File: src/dedup_hash_set_counter_macros.svh
// Assertion macros for the dedup hash set counter.
// Included by the top level; no other dependencies.
`ifndef DEDUP_HASH_SET_COUNTER_MACROS_SVH
`define DEDUP_HASH_SET_COUNTER_MACROS_SVH

`ifndef SYNTH
// same-cycle implication
`define DHSC_ASSERT_IMPLY(lbl, clk, rst, ante, cons, msg) \
   lbl: assert property (@(posedge clk) disable iff (rst) (ante) |-> (cons)) \
      else $error(msg);
// next-cycle implication
`define DHSC_ASSERT_NEXT(lbl, clk, rst, ante, cons, msg) \
   lbl: assert property (@(posedge clk) disable iff (rst) (ante) |=> (cons)) \
      else $error(msg);
`else
`define DHSC_ASSERT_IMPLY(lbl, clk, rst, ante, cons, msg)
`define DHSC_ASSERT_NEXT(lbl, clk, rst, ante, cons, msg)
`endif

`endif

File: src/dhsc_pkg.sv
// Package for the dedup hash set counter: widths, constants, codes and types.
// No dependencies; used by every module of the block.
`timescale 1ns / 1ps

package dhsc_pkg;

   localparam int TABLE_BITS_DEFAULT = 10;
   localparam int KEY_W              = 64;
   localparam int HALF_W             = 32;
   localparam int COUNT_W            = 32;
   localparam int TOTAL_W            = 11;
   localparam int QUEUE_DEPTH        = 2;

   localparam logic [KEY_W-1:0]   HASH_MUL  = 64'd1181783497276652981;
   localparam logic [COUNT_W-1:0] COUNT_MAX = '1;
   localparam logic [TOTAL_W-1:0] TOTAL_MAX = '1;

   typedef enum logic {
      ACT_INSERT = 1'b0,
      ACT_CLEAR  = 1'b1
   } dhsc_action_type;

   // one classified item between front and back
   typedef struct packed {
      dhsc_action_type     action;
      logic [KEY_W-1:0]    key;
      logic [HALF_W-1:0]   hash_hi;
   } dhsc_item_type;

   typedef enum logic [2:0] {
      F_IDLE,
      F_MUL0,
      F_MUL1,
      F_MUL2,
      F_PUSH
   } dhsc_front_state_type;

   typedef enum logic [1:0] {
      B_SWEEP,
      B_IDLE,
      B_CHECK,
      B_CLR_RESP
   } dhsc_back_state_type;

endpackage

File: src/dhsc_front.sv
// Front end: accepts items, maps key zero to one and hashes the key of each insert.
// Depends on dhsc_pkg; feeds dhsc_queue.
`timescale 1ns / 1ps

module dhsc_front (
   input  logic                       clock,
   input  logic                       reset,
   input  logic                       enable,
   input  logic                       req_valid,
   output logic                       req_ready,
   input  logic                       req_action,
   input  logic [63:0]                req_key,
   output logic                       push_valid,
   input  logic                       push_ready,
   output dhsc_pkg::dhsc_item_type    push_item
);
   import dhsc_pkg::*;

   dhsc_front_state_type state_ff, state_in;
   dhsc_action_type      action_ff, action_in;
   logic [KEY_W-1:0]     key_ff, key_in;
   logic [HALF_W-1:0]    hi0_ff, hi0_in;
   logic [HALF_W-1:0]    cross1_ff, cross1_in;
   logic [HALF_W-1:0]    cross2_ff, cross2_in;
   logic [HALF_W-1:0]    mul_a, mul_b;
   logic [KEY_W-1:0]     product;
   logic                 accept;

   // shared 32x32 multiplier, one partial product per cycle
   always_comb begin
      unique case (state_ff)
         F_MUL1: begin
            mul_a = key_ff[KEY_W-1:HALF_W];
            mul_b = HASH_MUL[HALF_W-1:0];
         end
         F_MUL2: begin
            mul_a = key_ff[HALF_W-1:0];
            mul_b = HASH_MUL[KEY_W-1:HALF_W];
         end
         default: begin
            mul_a = key_ff[HALF_W-1:0];
            mul_b = HASH_MUL[HALF_W-1:0];
         end
      endcase
   end

   assign product = 64'(mul_a) * 64'(mul_b);
   assign accept  = req_valid && req_ready;

   // next state and handshake
   always_comb begin
      state_in   = state_ff;
      action_in  = action_ff;
      key_in     = key_ff;
      hi0_in     = hi0_ff;
      cross1_in  = cross1_ff;
      cross2_in  = cross2_ff;
      req_ready  = 1'b0;
      push_valid = 1'b0;
      unique case (state_ff)
         F_IDLE: begin
            req_ready = enable;
         end
         F_MUL0: begin
            hi0_in   = product[KEY_W-1:HALF_W];
            state_in = F_MUL1;
         end
         F_MUL1: begin
            cross1_in = product[HALF_W-1:0];
            state_in  = F_MUL2;
         end
         F_MUL2: begin
            cross2_in = product[HALF_W-1:0];
            state_in  = F_PUSH;
         end
         F_PUSH: begin
            push_valid = 1'b1;
            if (push_ready) begin
               req_ready = enable;
               state_in  = F_IDLE;
            end
         end
         default: begin
            state_in = F_IDLE;
         end
      endcase
      // new transfer, clear skips the hash
      if (accept) begin
         action_in = dhsc_action_type'(req_action);
         key_in    = (req_key == 64'd0) ? 64'd1 : req_key;
         state_in  = (dhsc_action_type'(req_action) == ACT_CLEAR) ? F_PUSH : F_MUL0;
      end
   end

   // top word of key times multiplier, mod 2^64
   always_comb begin
      push_item.action  = action_ff;
      push_item.key     = key_ff;
      push_item.hash_hi = hi0_ff + cross1_ff + cross2_ff;
   end

   always_ff @(posedge clock) begin
      if (reset) begin
         state_ff <= F_IDLE;
      end else begin
         state_ff <= state_in;
      end
   end

   always_ff @(posedge clock) begin
      action_ff <= action_in;
      key_ff    <= key_in;
      hi0_ff    <= hi0_in;
      cross1_ff <= cross1_in;
      cross2_ff <= cross2_in;
   end

endmodule

File: config.mk
export PLATFORM = sky130hd
export DESIGN_NAME = dhsc_front
export DESIGN_NICKNAME = d
export VERILOG_FILES = /design/src/dedup_hash_set_counter_macros.svh /design/src/dhsc_pkg.sv /design/src/dhsc_front.sv
export SDC_FILE = /design/constraint.sdc
export NUM_CORES = 2
export LEC_CHECK = 0
export BUFFER_PORTS_ARGS = -buffer_cell sky130_fd_sc_hd__buf_2
export CORE_ASPECT_RATIO = 1.75
export CORE_MARGIN = 2
export CORE_UTILIZATION = 50
export CTS_CLUSTER_SIZE = 8
export DETAILED_ROUTE_END_ITERATION = 6
export GPL_TIMING_DRIVEN = 0
export PLACE_DENSITY = 0.75
export SETUP_SLACK_MARGIN = 0.5
export SLEW_MARGIN = 5
export SYNTH_ARGS = -nofsm -noshare
export SYNTH_HDL_FRONTEND = slang
export SYNTH_SLANG_ARGS = --single-unit
File: constraint.sdc
create_clock -name clock -period 28.5 [get_ports clock]
set_input_delay 4.275 -clock clock [delete_from_list [all_inputs] [get_ports clock]]
set_output_delay 4.275 -clock clock [all_outputs]
set_load 0.01 [all_outputs]
==> metrics.txt <==
hold-fix buffers at CTS=0; H-tree lvl count=4; sequential fraction of the synthesis area=0.158; WP data required=28710 ps; die height=333 um; Critical Path End Type=register; status=completed; total number of vias=22500; CTS clk-pin slew, worst paths=80 ps; final slew viol count=0; Warnings, synthesis=0; Largest delay share family, worst path=adder cells; Max Fclk=83.4 MHz; first-pass GRT wire length=140000 um; pin slew with the least headroom to its limit=1350 ps; total CTS buffers=17; die area=63900 um^2; # diodes=0; Crit Path Class=register to register; FFs w/ async S/R, synth=0; Primary FF master, synth=edfxtp_1; critical path's slowest cell=buf_2; CTS tree=built; multi-input logic area=22600 um^2; initial DRC count=1444; Hold Vio Cnt, Final=0; hold slack=555 ps; TritonCTS Sinks=164; most common cell after layout, fill and taps aside=inv_1; Hold Crit Class=register to register; Tcrit/Tclk final=0.421; DR DRC count=0; Syn-to-layout area delta=8.56%; first-pass iteration count of the detailed router=7; CP peak stage delay=930 ps; Post-DRT Antenna Nets=0; Die Wd=192 um; count of different cell masters after synthesis=74; Crit path arrival time=12200 ps; wirelength, routed=93300 um; RSZ-0062 raised after global routing=false; commonest cells after routing, fill and taps aside=736 x inv_1, 555 x fa_1, 435 x ha_1, 178 x a21oi_1, 174 x buf_2; initial antenna violation count=1; I/O Buffers=168; Vias/cell=5.50; num rows=120; register area=4890 um^2; min cycle time layout=11990 ps; core area=61100 um^2; GRT overflow=0; TNS Setup=0 ps; slew margin rel.=0.0952; synthesized area=30900 um^2; Max Root-Sink Buffers=2; Post-synth EDFFs=161; largest net degree at the start of global routing=68; Post-DP HPWL=80800 um; vias in the first global route=24300; Max Cap Viol=0; wire per inst=22.8 um; CP max FO=41; Seq cells post-synth=164; Cells after Synth=3053; worst skew pair latency=470 ps; number of fill cells=5433; Tot GR Track Use=0.303; area post-placement=33000 um^2; post_cts resized=0; gp weighted congestion=1.03; initial core utilization=0.506; Clock Skews=17.1 ps; share of layout cells above drive strength 1=0.0785; syn_area_per_cell=10.1 um^2; Final setup viols=0; Critical Path Source Type=register; IO Count=169; Worst Path Buf+Inv=13; NumNets Final=4348; Clock Tree Root=clkbuf_16; final instance area=33500 um^2; postcts setup bufs=0
==> final timing paths <==
path                    start  cells past startpoint  slack [ps]           to
setup / recovery  state_ff[1]                     34       16510   hi0_ff[28]
hold / removal    state_ff[2]                      1         550  state_ff[1]
setup reg to reg  state_ff[1]                     34       16510   hi0_ff[28]
hold reg to reg   state_ff[2]                      1         550  state_ff[1]
==> registers in the layout, summed over array words and instances (netlist names) <==
register / cells
action_ff: 1
hi0_ff: 32
cross2_ff: 32
cross1_ff: 32
key_ff: 64
state_ff: 3
==> metrics by stage <==
stage | utilization | worst slack (ps) | cells
after CTS | 0.549 | 16530 | 4094
after global placement | 0.538 | 16070 | 4058
final | 0.549 | 16510 | 4094
after detailed placement | 0.539 | 16590 | 4062
after floorplan | - | 18830 | 3097
after global routing | 0.549 | 16000 | 4094
==> cell type report <==
| class | instances | area share |
|---|---|---|
| clock inverter | 15 | 0.00492 |
| inverter | 755 | 0.0845 |
| clock buffer | 17 | 0.0127 |
| timing repair buffer | 172 | 0.0264 |
| multi-input combinational | 2006 | 0.675 |
| tap | 793 | 0.0296 |
| sequential | 164 | 0.146 |
| buffer | 172 | 0.0215 |
==> routing by layer <==
layer,global-route usage,up-vias,part of all wire
met4,0.264,0,0.11
met5,0,-,0
met1,0.311,11100,0.32
li1,-,10000,-
met3,0.0448,375,0.059
met2,0.531,1022,0.51
==> worst register-to-register path, delay by kind of cell, from the launching register on <==
family,cells,cell delay [ps]
buffers and inverters,13,3030
adders and majority gates,9,4710
xor gates and xnor gates,1,100
DFF,1,310
muxes,1,780
and+or+nand+nor,6,1890
AOI/OAI and AO/OA,4,940
==> cells by family after synthesis <==
logic type | synth area share
buffers and inverters | 0.115
AOI/OAI and AO/OA | 0.0854
other | 0.000243
DFF | 0.158
muxes | 0.0108
adders and majority gates | 0.536
and+or+nand+nor | 0.0560
xor gates and xnor gates | 0.0385
==> cells in the mapped netlist (all sizes together), types with 10 or more instances <==
master,number,area [um^2]
edfxtp,161,4830
buf,22,156
nor3,18,90.1
and3,12,75.1
a31oi,15,93.8
mux2i,21,210
xor2,36,315
mux2,11,124
nor2b,10,62.6
o21a,11,82.6
nand4,24,150
inv,753,2830
clkbuf,150,563
o211ai,10,75.1
nand2,116,435
nor4,18,113
a21o,77,579
ha,435,5440
fa,555,11100
xnor2,100,876
o21ai,59,295
and2,11,68.8
nor2,128,480
o31ai,11,87.6
a21oi,179,900
o21bai,11,82.6
nand3,19,95.1
Power is left out: the tool's default activity adds up to more than one toggle a clock period on the data nets, which glitch-free logic cannot reach.
