===== config.mk =====
export PLATFORM = sky130hd
export DESIGN_NAME = dhsc_queue
export DESIGN_NICKNAME = d
export VERILOG_FILES = /design/src/dedup_hash_set_counter_macros.svh /design/src/dhsc_pkg.sv /design/src/dhsc_queue.sv
export SDC_FILE = /design/constraint.sdc
export NUM_CORES = 1
export LEC_CHECK = 0
export BUFFER_PORTS_ARGS = -buffer_cell sky130_fd_sc_hd__buf_4
export CORE_MARGIN = 2
export CORE_UTILIZATION = 50
export CTS_BUF_LIST = sky130_fd_sc_hd__clkbuf_16
export CTS_CLUSTER_SIZE = 20
export DETAILED_ROUTE_END_ITERATION = 10
export PLACE_DENSITY_LB_ADDON = 0.1
export SLEW_MARGIN = 40
export SYNTH_ARGS = -nofsm -noshare
export SYNTH_HDL_FRONTEND = slang
export SYNTH_SLANG_ARGS = --single-unit

===== constraint.sdc =====
create_clock -name clock -period 4.2 [get_ports clock]
set_clock_uncertainty 0.15 [all_clocks]
set_input_delay 0.84 -clock clock [delete_from_list [all_inputs] [get_ports clock]]
set_output_delay 0.84 -clock clock [all_outputs]
set_load 0.005 [all_outputs]

===== src/dedup_hash_set_counter_macros.svh =====
// Assertion macros for the dedup hash set counter.
// Included by the top level; no other dependencies.
`ifndef DEDUP_HASH_SET_COUNTER_MACROS_SVH
`define DEDUP_HASH_SET_COUNTER_MACROS_SVH

`ifndef SYNTH
// same-cycle implication
`define DHSC_ASSERT_IMPLY(lbl, clk, rst, ante, cons, msg) \
   lbl: assert property (@(posedge clk) disable iff (rst) (ante) |-> (cons)) \
      else $error(msg);
// next-cycle implication
`define DHSC_ASSERT_NEXT(lbl, clk, rst, ante, cons, msg) \
   lbl: assert property (@(posedge clk) disable iff (rst) (ante) |=> (cons)) \
      else $error(msg);
`else
`define DHSC_ASSERT_IMPLY(lbl, clk, rst, ante, cons, msg)
`define DHSC_ASSERT_NEXT(lbl, clk, rst, ante, cons, msg)
`endif

`endif


===== src/dhsc_pkg.sv =====
// Package for the dedup hash set counter: widths, constants, codes and types.
// No dependencies; used by every module of the block.
`timescale 1ns / 1ps

package dhsc_pkg;

   localparam int TABLE_BITS_DEFAULT = 10;
   localparam int KEY_W              = 64;
   localparam int HALF_W             = 32;
   localparam int COUNT_W            = 32;
   localparam int TOTAL_W            = 11;
   localparam int QUEUE_DEPTH        = 2;

   localparam logic [KEY_W-1:0]   HASH_MUL  = 64'd1181783497276652981;
   localparam logic [COUNT_W-1:0] COUNT_MAX = '1;
   localparam logic [TOTAL_W-1:0] TOTAL_MAX = '1;

   typedef enum logic {
      ACT_INSERT = 1'b0,
      ACT_CLEAR  = 1'b1
   } dhsc_action_type;

   // one classified item between front and back
   typedef struct packed {
      dhsc_action_type     action;
      logic [KEY_W-1:0]    key;
      logic [HALF_W-1:0]   hash_hi;
   } dhsc_item_type;

   typedef enum logic [2:0] {
      F_IDLE,
      F_MUL0,
      F_MUL1,
      F_MUL2,
      F_PUSH
   } dhsc_front_state_type;

   typedef enum logic [1:0] {
      B_SWEEP,
      B_IDLE,
      B_CHECK,
      B_CLR_RESP
   } dhsc_back_state_type;

endpackage


===== src/dhsc_queue.sv =====
// Short queue of classified items between front and back.
// Depends on dhsc_pkg.
`timescale 1ns / 1ps

module dhsc_queue (
   input  logic                       clock,
   input  logic                       reset,
   input  logic                       push_valid,
   output logic                       push_ready,
   input  dhsc_pkg::dhsc_item_type    push_item,
   output logic                       pop_valid,
   input  logic                       pop_ready,
   output dhsc_pkg::dhsc_item_type    pop_item
);
   import dhsc_pkg::*;

   localparam int PTR_W = (QUEUE_DEPTH > 1) ? $clog2(QUEUE_DEPTH) : 1;
   localparam int CNT_W = $clog2(QUEUE_DEPTH + 1);
   localparam logic [PTR_W-1:0] PTR_LAST = PTR_W'(QUEUE_DEPTH - 1);
   localparam logic [CNT_W-1:0] CNT_FULL = CNT_W'(QUEUE_DEPTH);

   dhsc_item_type       entry_ff [QUEUE_DEPTH];
   logic [PTR_W-1:0]    wr_ptr_ff, wr_ptr_in;
   logic [PTR_W-1:0]    rd_ptr_ff, rd_ptr_in;
   logic [CNT_W-1:0]    count_ff, count_in;
   logic                push, pop;

   assign push_ready = (count_ff != CNT_FULL);
   assign pop_valid  = (count_ff != '0);
   assign pop_item   = entry_ff[rd_ptr_ff];
   assign push       = push_valid && push_ready;
   assign pop        = pop_valid && pop_ready;

   // pointer and fill updates
   always_comb begin
      wr_ptr_in = wr_ptr_ff;
      rd_ptr_in = rd_ptr_ff;
      count_in  = count_ff;
      if (push) begin
         wr_ptr_in = (wr_ptr_ff == PTR_LAST) ? '0 : wr_ptr_ff + PTR_W'(1);
      end
      if (pop) begin
         rd_ptr_in = (rd_ptr_ff == PTR_LAST) ? '0 : rd_ptr_ff + PTR_W'(1);
      end
      priority if (push && !pop) begin
         count_in = count_ff + CNT_W'(1);
      end else if (pop && !push) begin
         count_in = count_ff - CNT_W'(1);
      end
   end

   always_ff @(posedge clock) begin
      if (reset) begin
         wr_ptr_ff <= '0;
         rd_ptr_ff <= '0;
         count_ff  <= '0;
      end else begin
         wr_ptr_ff <= wr_ptr_in;
         rd_ptr_ff <= rd_ptr_in;
         count_ff  <= count_in;
      end
   end

   always_ff @(posedge clock) begin
      if (push) begin
         entry_ff[wr_ptr_ff] <= push_item;
      end
   end

endmodule


==> flow_summary.ini, run 1 <==
[outcome]
status = finished clean

[drt]
wire_per_inst_um = 17.62
vias = 3636
dr.pass1.iters = 4
routed_wl_mm = 12.92
drc_errors = 0
vias_per_cell = 4.960
drtIter0Drc = 209
final_antenna_net_count = 0

[cts]
cts-root-buf = clkbuf_16
clk_pin_slew_ns = 0.06
numClockSinks = 199
h-tree-depth = 4
cts_tree = yes
clock_path_buffers = 2
holdBufCountCts = 0
numCtsBuffers = 17
cts_resized = 0
postCtsSetupBuffers = 0
insertion_delay_ns = 0.42

[worst_setup_path]
worstPathArrival_ns = 2.16
r2r_slack_ns = 2.00
cp-end-kind = primary output
cp-start-kind = flip-flop
reg2reg_depth = 3
cp.required_ns = 3.21
reg2reg_to = entry_ff[1][58]
cp_max_fo = 53
criticalPathCategory = flip-flop to primary output
r2r_start = count_ff[0]

[pwr]
p_sw_mw = 1.322
peakVddDrop_uv = 414.9
swShare = 0.2409
p_int_mw = 4.166
power.total_mw = 5.488
power.density_nw_per_um2 = 570.7
comb_power_share = 0.245
p_leak_nw = 3.628
pwr-share-seq = 0.475
clock_power_share = 0.280

[die]
initial_core_util = 0.5088
die_h_um = 125.2
fp-row-count = 44
top_level_ports = 200
die_area_sq_um = 15660
coreArea_sq_um = 14420
die_x_um = 125.2

[finish]
syn2layout_area_growth_pct = 31.01
stdcell_count = 733
final_core_util = 0.6666
finalNetCount = 638
seq_area_sq_um = 5929
layout-drive-gt1-share = 0.6047
num_antenna_cells = 0
n_fill_cell = 1016
final_common_cell = buf_4
multi_input_area_sq_um = 1329
most-common-layout-cells = buf_4, edfxtp_1, mux2_2

[timing]
tns_ns = 0
finalCriticalPeriod_ns = 3.148
rsz0062_at_grt = false
hold_viol = 0
slew_headroom = 0.5613
period_share = 0.7496
final-setup-viol-count = 0
worst_slew_pin_slew_ns = 0.6580
slew_viol_final = 0
max_freq_mhz = 317.6

[min_path]
holdCritStartpoint = rd_ptr_ff
min_path_cells = 2
hold_class = flip-flop to flip-flop

[synth]
syn_avg_cell_area_sq_um = 22.51
synth.distinct_cells = 19
yosys_warnings = 0
synth_top_family_by_area = multiplexers
synth_top_area_frac = 0.7937
yosysSeqAreaShare = 0.8074
synthSimpleGateAreaFrac = 0.006819
synth_area_leaders = edfxtp_1, mux2_2, mux2_4
netlist_instances = 326
synth_fa_ha_area_frac = 0.001705
synthArstFlopShare = 0
ys.flop_type = edfxtp_1
ys_seq_elements = 199
synth_compound_gate_area_share = 0.004091
synth_edf_count = 194
synth.net_count = 428
synth_top_area_cell = edfxtp_1
synth_xor_xnor_area_share = 0.003580
synth_mux_area_frac = 0.1642
syn_area_sq_um = 7340

[place]
gp_congestion = 0.7634
dp_cells = 701
hpwlAfterDp_mm = 8.496
portBuffers = 199

[flow_run]
drv_cap = 0

[global_routing]
antenna_found_initial = 0
grt_pass1_wl_mm = 19.76
grt_pass1_vias = 3849
grt_max_degree = 54
grt.total_usage = 0.1651
globalRouteOverflowTotal = 0
how the worst max path moves through the flow:
stage | startpoint | cells past startpoint | slack, ns | endpoint
floorplan | push_valid | 1 | 0.44 | entry_ff[1][0]
global placement | flip-flop | 3 | 1.49 | pop_item[24]
detailed placement | flip-flop | 3 | 1.46 | pop_item[84]
CTS | flip-flop | 3 | 1.0 | pop_item[84]
global route | flip-flop | 3 | 0.94 | pop_item[19]
finish | flip-flop | 3 | 1.05 | pop_item[25]
synthesized netlist by cell type (2+ instances only):
cell type,n
edfxtp_1,194
buf_6,5
mux2_2,67
mux2_4,30
a21oi_1,2
buf_2,6
dfxtp_1,5
o21ai_0,2
nor2_1,3
xor2_1,3
sequential cells by signal, indices dropped and copies added (netlist names), named ones only:
register	count
count_ff	2
entry_ff	194
rd_ptr_ff	1
wr_ptr_ff	1
layer usage:
metal | vias to the layer above | routed length (um) | global-route usage
li1 | 1708 | - | -
met4 | 0 | 272 | 0.06732
met2 | 132 | 6374 | 0.2695
met5 | - | 0 | 0
met3 | 21 | 1041 | 0.06547
met1 | 1775 | 5229 | 0.1977
cell type report:
class                      instances  share of cell area
sequential                       199              0.6167
timing repair buffer             202              0.1616
multi-input combinational        115              0.1382
inverter                           1           0.0006506
clock inverter                    15             0.01470
tap                              184             0.02394
clock buffer                      17             0.04424
critical path, stage by stage, from the launching register on:
cell and delay (ns):
dfxtp_4 0.77, buf_12 0.39, mux2_2 0.39, buf_4 0.13
kinds of logic after synthesis:
logic type                 after synthesis
adders and majority gates                1
muxes                                   97
AOI/OAI and AO/OA                        5
DFF                                    199
xor gates and xnor gates                 3
and+or+nand+nor                          9
buffers and inverters                   12
stage by stage:
stage          area, sq um  setup slack (ns)  hold WS [ns]
4_1_cts               9615            0.9976        0.3909
3_3_place_gp          9049             1.490        0.3341
3_5_place_dp          9049             1.464        0.3519
6_report              9615             1.052        0.3911
5_1_grt               9615            0.9422        0.4213
2_1_floorplan         7340            0.4447        0.3205
power by group through the flow:
stage / registers [mW] / clock network (mW) / logic [mW]
finish: 2.61 / 1.54 / 1.34
global route: 2.64 / 1.65 / 1.44
detailed placement: 2.66 / 0 / 1.36
CTS: 2.62 / 1.57 / 1.37
global placement: 2.64 / 0 / 1.34
floorplan: 2.59 / 0 / 0.776
(Power assumes the default switching activity.)
==> run 2, diff against run 1 <==
Settings changed: ABC_AREA set to 1, CORE_UTILIZATION 50 to 47.
Clock period 4.2 ns to 2.75 ns, I/O delays scaled along.
==> run 2 against run 1 <==
  * Core utilization down 3.0 points
  * Flip-flop and latch count unchanged
  * Design area up 1.0%
  * Clock power up 53%
  * Global-route usage down 0.39 points
  * Critical path type unchanged
  * Sequential power up 51%
  * Combinational power up 51%
  * Via count up 1.8%
  * Sequential share of layout area down 0.63 points
  * Setup slack worse by 0.73 ns
  * Largest power group unchanged
  * Cell count up 5.9%
  * Non-clock buffer count up 3
==> flow_summary.ini, run 2 <==
[outcome]
status = finished clean

[cts]
cts-root-buf = clkbuf_16
insertion_delay_ns = 0.42
numClockSinks = 199
clk_pin_slew_ns = 0.07
cts_resized = 0
clock_path_buffers = 2
h-tree-depth = 4
cts_tree = yes
postCtsSetupBuffers = 0
numCtsBuffers = 17
holdBufCountCts = 0

[drt]
drtIter0Drc = 168
dr.pass1.iters = 4
drc_errors = 0
routed_wl_mm = 13.34
wire_per_inst_um = 17.19
vias = 3701
vias_per_cell = 4.769
final_antenna_net_count = 0

[synth]
synth_edf_count = 194
ys_seq_elements = 199
synthSimpleGateAreaFrac = 0.01038
synth.net_count = 441
synthTopCellsByCount = edfxtp_1, mux2_2, mux2_4
synth_top_area_frac = 0.7920
synth_xor_xnor_area_share = 0
synthArstFlopShare = 0
syn_area_sq_um = 7356
synth_compound_gate_area_share = 0.002722
netlist_instances = 339
synth.distinct_cells = 14
synth_fa_ha_area_frac = 0.001701
synth_mux_area_frac = 0.1638
synth_area_leaders = edfxtp_1, mux2_2, mux2_4
synth_top_family_by_area = multiplexers
syn_avg_cell_area_sq_um = 21.70
synth.most_common_cell = edfxtp_1
yosys_warnings = 0
synth_top_area_cell = edfxtp_1
yosysSeqAreaShare = 0.8056
ys.flop_type = edfxtp_1

[place]
dpl-instance-area_sq_um = 9141
gp_congestion = 0.7463
pre_cts_ws_ns = 0.7476
hpwlAfterDp_mm = 8.908
portBuffers = 199
dp_cells = 744

[min_path]
hold_class = input port to flip-flop

[finish]
num_antenna_cells = 0
most-common-layout-cells = buf_4, edfxtp_1, mux2_2
final_core_util = 0.6367
layout-drive-gt1-share = 0.5947
stdcell_count = 776
finalNetCount = 654
final_common_cell = buf_4
syn2layout_area_growth_pct = 32.06
largest_register_ffs = 194
top_regs = entry_ff (194), count_ff (2)
design_area_sq_um = 9714
top_register = entry_ff

[global_routing]
globalRouteOverflowTotal = 0
grt_pass1_vias = 3787
antenna_found_initial = 0
grt_max_degree = 78
grt_pass1_wl_mm = 19.67
grt.total_usage = 0.1612

[timing]
final-setup-viol-count = 0
tns_ns = 0
finalCriticalPeriod_ns = 2.432
slew_headroom = 0.7040
worst_slew_pin_slew_ns = 0.4440
slew_viol_final = 0
rsz0062_at_grt = false
period_share = 0.8843
max_freq_mhz = 411.2
fin_ws_ns = 0.3183
hold_viol = 0

[worst_setup_path]
slowest_stage = dfxtp_4
critPathBufInv = 2
cp.required_ns = 2.05
cp-start-kind = flip-flop
cp-end-kind = primary output
cp_max_fo = 45
criticalPathCategory = flip-flop to primary output
crit_chain = buf_12, mux2_2, buf_4
crit_family = flip-flops
worst_path_largest_cell_delay_ns = 0.45
worstPathArrival_ns = 1.73

[die]
initial_core_util = 0.4821
die_x_um = 129.1
die_area_sq_um = 16670
coreArea_sq_um = 15260
die_h_um = 129.1
fp-row-count = 45
top_level_ports = 200

[pwr]
power.density_nw_per_um2 = 857.2
p_leak_nw = 3.679
peakVddDrop_uv = 453.9

[flow_run]
drv_cap = 0
## run 2: cell types whose count changed in the layout (fill, tap and decap cells not counted), moves of 2 or more
cell	before	now
nand2_1	0	9
inv_1	3	8
inv_6	0	4
clkinv_4	3	6
xor2_1	3	0
buf_4	199	201
clkinv_2	2	0
clkinvlp_4	4	2
nand3_1	0	2
nor2_1	3	5
nor2_4	0	2
## run 2: layout make-up
type / instances / area, sq um
Sequential cell: 199 / 5929
Fill cell: 1122 / 5544
Timing Repair Buffer: 205 / 1589
Multi-Input combinational cell: 121 / 1329
Clock buffer: 17 / 425.4
Tap cell: 211 / 264.0
Clock inverter: 15 / 147.6
Inverter: 8 / 30.03
## run 2: final timing paths
kind | endpoint | slack (ns) | depth (start not counted) | startpoint
max | pop_item[82] | 0.32 | 3 | flip-flop
min | entry_ff[0][19] | 0.16 | 1 | push_item[19]
min reg2reg | flip-flop | 0.37 | 2 | rd_ptr_ff
max reg2reg | entry_ff[0][53] | 0.98 | 5 | count_ff[0]
## run 2: cells by family (layout without fill, tap and decap cells)
kind of cell | after synthesis | after routing
AOI/OAI and AO/OA | 4 | 4
adders and majority gates | 1 | 1
buffers and inverters | 19 | 245
DFF | 199 | 199
muxes | 97 | 97
and+or+nand+nor | 19 | 19
## run 2: through the flow
| stage | total power, mW | hold slack (ns) |
|---|---|---|
| global route | 8.711 | 0.1311 |
| global placement | 6.036 | 0.3366 |
| detailed placement | 6.078 | 0.3344 |
| floorplan | 5.081 | 0.3145 |
| finish | 8.327 | 0.1593 |
| CTS | 8.443 | 0.1382 |
## run 2: layer usage
layer | global-route usage | vias to the layer above | share of wire
li1 | - | 1750 | -
met1 | 0.1851 | 1802 | 0.39
met2 | 0.2622 | 132 | 0.49
met3 | 0.07473 | 17 | 0.095
met4 | 0.06777 | 0 | 0.016
met5 | 0 | - | 0
## run 2: report_power, final
| part | switching (mW) | internal (mW) | total (mW) |
|---|---|---|---|
| clock network | 1.09 | 1.27 | 2.36 |
| logic | 0.866 | 1.15 | 2.02 |
| registers | 0.119 | 3.83 | 3.95 |
| total | 2.07 | 6.25 | 8.33 |
## run 2: worst register-to-register path: cells and delay by family (launching register included)
family	cells	cell delay [ns]
buffers and inverters	2	0.48
and+or+nand+nor	3	0.41
DFF	1	0.34
==> run 3, diff against run 2 <==
Settings changed: CTS_BUF_LIST sky130_fd_sc_hd__clkbuf_16 to unset, PLACE_DENSITY set to 0.79, PLACE_DENSITY_LB_ADDON 0.1 to unset.
==> run 3 against run 2 <==
  * Sequential power is essentially flat
  * Clock-buffer cell count grew 3
  * Highest routed layer unchanged
  * Die area is the same
  * Combinational power is essentially flat
  * Fmax grew 3.4%
  * First-iteration DRC count shrank 7.7%
==> flow_summary.ini, run 3 (synthesized netlist as in run 2, its figures left out) <==
[global_routing]
grtUsageMet3 = 0.06152
grt.total_usage = 0.1590
grt_pass1_wl_mm = 19.83
met1_usage = 0.1847
globalRouteOverflowTotal = 0
grt_pass1_vias = 4039
antenna_found_initial = 0
use_met2 = 0.2644
grt_max_degree = 69
grt-busiest-layer = met2

[timing]
period_share = 0.8548
worst_slew_pin_slew_ns = 0.4322
slew_viol_final = 0
hold_viol = 0
rsz0062_at_grt = false
whs_ns = 0.1568
max_freq_mhz = 425.4
tns_ns = 0
finalCriticalPeriod_ns = 2.351
slew_headroom = 0.7119
final-setup-viol-count = 0

[worst_setup_path]
cp-start-kind = flip-flop
worst_path_largest_cell_delay_ns = 0.39
cp.required_ns = 2.05
criticalPathCategory = flip-flop to primary output
crit_family = buffers and inverters
reg2reg_depth = 5
r2r_slack_ns = 0.96
worstPathArrival_ns = 1.65
cp_max_fo = 49
critPathBufInv = 2
cp-end-kind = primary output
r2r_start = count_ff[0]
slowest_stage = mux2_2
path_depth = 3
reg2reg_to = entry_ff[1][57]
crit_chain = buf_12, mux2_2, buf_4

[die]
die_h_um = 129.1
fp-row-count = 45
coreArea_sq_um = 15260
die_area_sq_um = 16670
die_x_um = 129.1
initial_core_util = 0.4821
top_level_ports = 200

[cts]
holdBufCountCts = 0
numCtsBuffers = 17
cts_resized = 0
cts-root-buf = clkbuf_16
h-tree-depth = 4
numClockSinks = 199
cts_tree = yes
postCtsSetupBuffers = 0
insertion_delay_ns = 0.42
clk_pin_slew_ns = 0.07
clock_path_buffers = 2

[drt]
dr.pass1.iters = 4
final_antenna_net_count = 0
drtIter0Drc = 155
routed_wl_mm = 13.16
wire_per_inst_um = 16.95
vias = 3762
vias_per_cell = 4.848
drc_errors = 0

[finish]
layout-drive-gt1-share = 0.5894
stdcell_count = 776
most-common-layout-cells = buf_4, edfxtp_1, mux2_2
num_antenna_cells = 0
top_regs = entry_ff (194), count_ff (2)
finalNetCount = 654
final_common_cell = buf_4
n_fill_cell = 1093
largest_register_ffs = 194
syn2layout_area_growth_pct = 31.96
top_register = entry_ff
final_core_util = 0.6362

[min_path]
min_path_cells = 1
worstHoldEndpoint = entry_ff[0][54]
hold_class = input port to flip-flop
holdCritStartpoint = push_item[54]

[outcome]
status = finished clean

[place]
dp_cells = 744
gp_congestion = 0.7509
hpwlAfterDp_mm = 8.889
portBuffers = 199

[pwr]
p_leak_nw = 3.677
peakVddDrop_uv = 460.5
power.density_nw_per_um2 = 859.0

[flow_run]
drv_cap = 0
[run 3: worst max path at each step]
stage               startpoint        endpoint  slack (ns)
floorplan           push_valid  entry_ff[0][0]       -1.01
global placement     flip-flop     pop_item[3]        0.87
detailed placement   flip-flop    pop_item[76]        0.85
CTS                  flip-flop    pop_item[76]        0.38
global route         flip-flop    pop_item[82]        0.33
finish               flip-flop    pop_item[76]        0.40
[run 3: area by class of cell]
class / count / area, sq um / share of cell area
tap: 211 / 264.0 / 0.02720
multi-input combinational: 121 / 1329 / 0.1369
inverter: 8 / 30.03 / 0.003094
timing repair buffer: 205 / 1589 / 0.1637
clock buffer: 20 / 436.7 / 0.04499
sequential: 199 / 5929 / 0.6109
clock inverter: 12 / 128.9 / 0.01328
[run 3: routing by layer]
| layer | routed length [um] | vias to the layer above | share of wire |
|---|---|---|---|
| met5 | 0 | - | 0 |
| met4 | 253 | 0 | 0.019 |
| met3 | 992 | 23 | 0.075 |
| met2 | 6789 | 140 | 0.52 |
| met1 | 5119 | 1855 | 0.39 |
| li1 | - | 1744 | - |
[run 3: per-stage QoR]
stage	setup slack, ns	area (sq um)	total power, mW
3_5_place_dp	0.8479	9141	6.068
3_3_place_gp	0.8670	9141	5.999
6_report	0.3993	9707	8.338
5_1_grt	0.3264	9707	8.708
2_1_floorplan	-1.014	7361	5.081
4_1_cts	0.3772	9707	8.438
[run 3: power breakdown]
group / total, mW / internal [mW] / switching (mW)
Clock: 2.37 / 1.34 / 1.03
Combinational: 2.03 / 1.15 / 0.881
Sequential: 3.94 / 3.83 / 0.106
[run 3: worst register-to-register path, delay by kind of cell, from the launching register on]
kind	cells	cell delay, ns
and+or+nand+nor	3	0.44
buffers and inverters	2	0.40
DFF	1	0.35
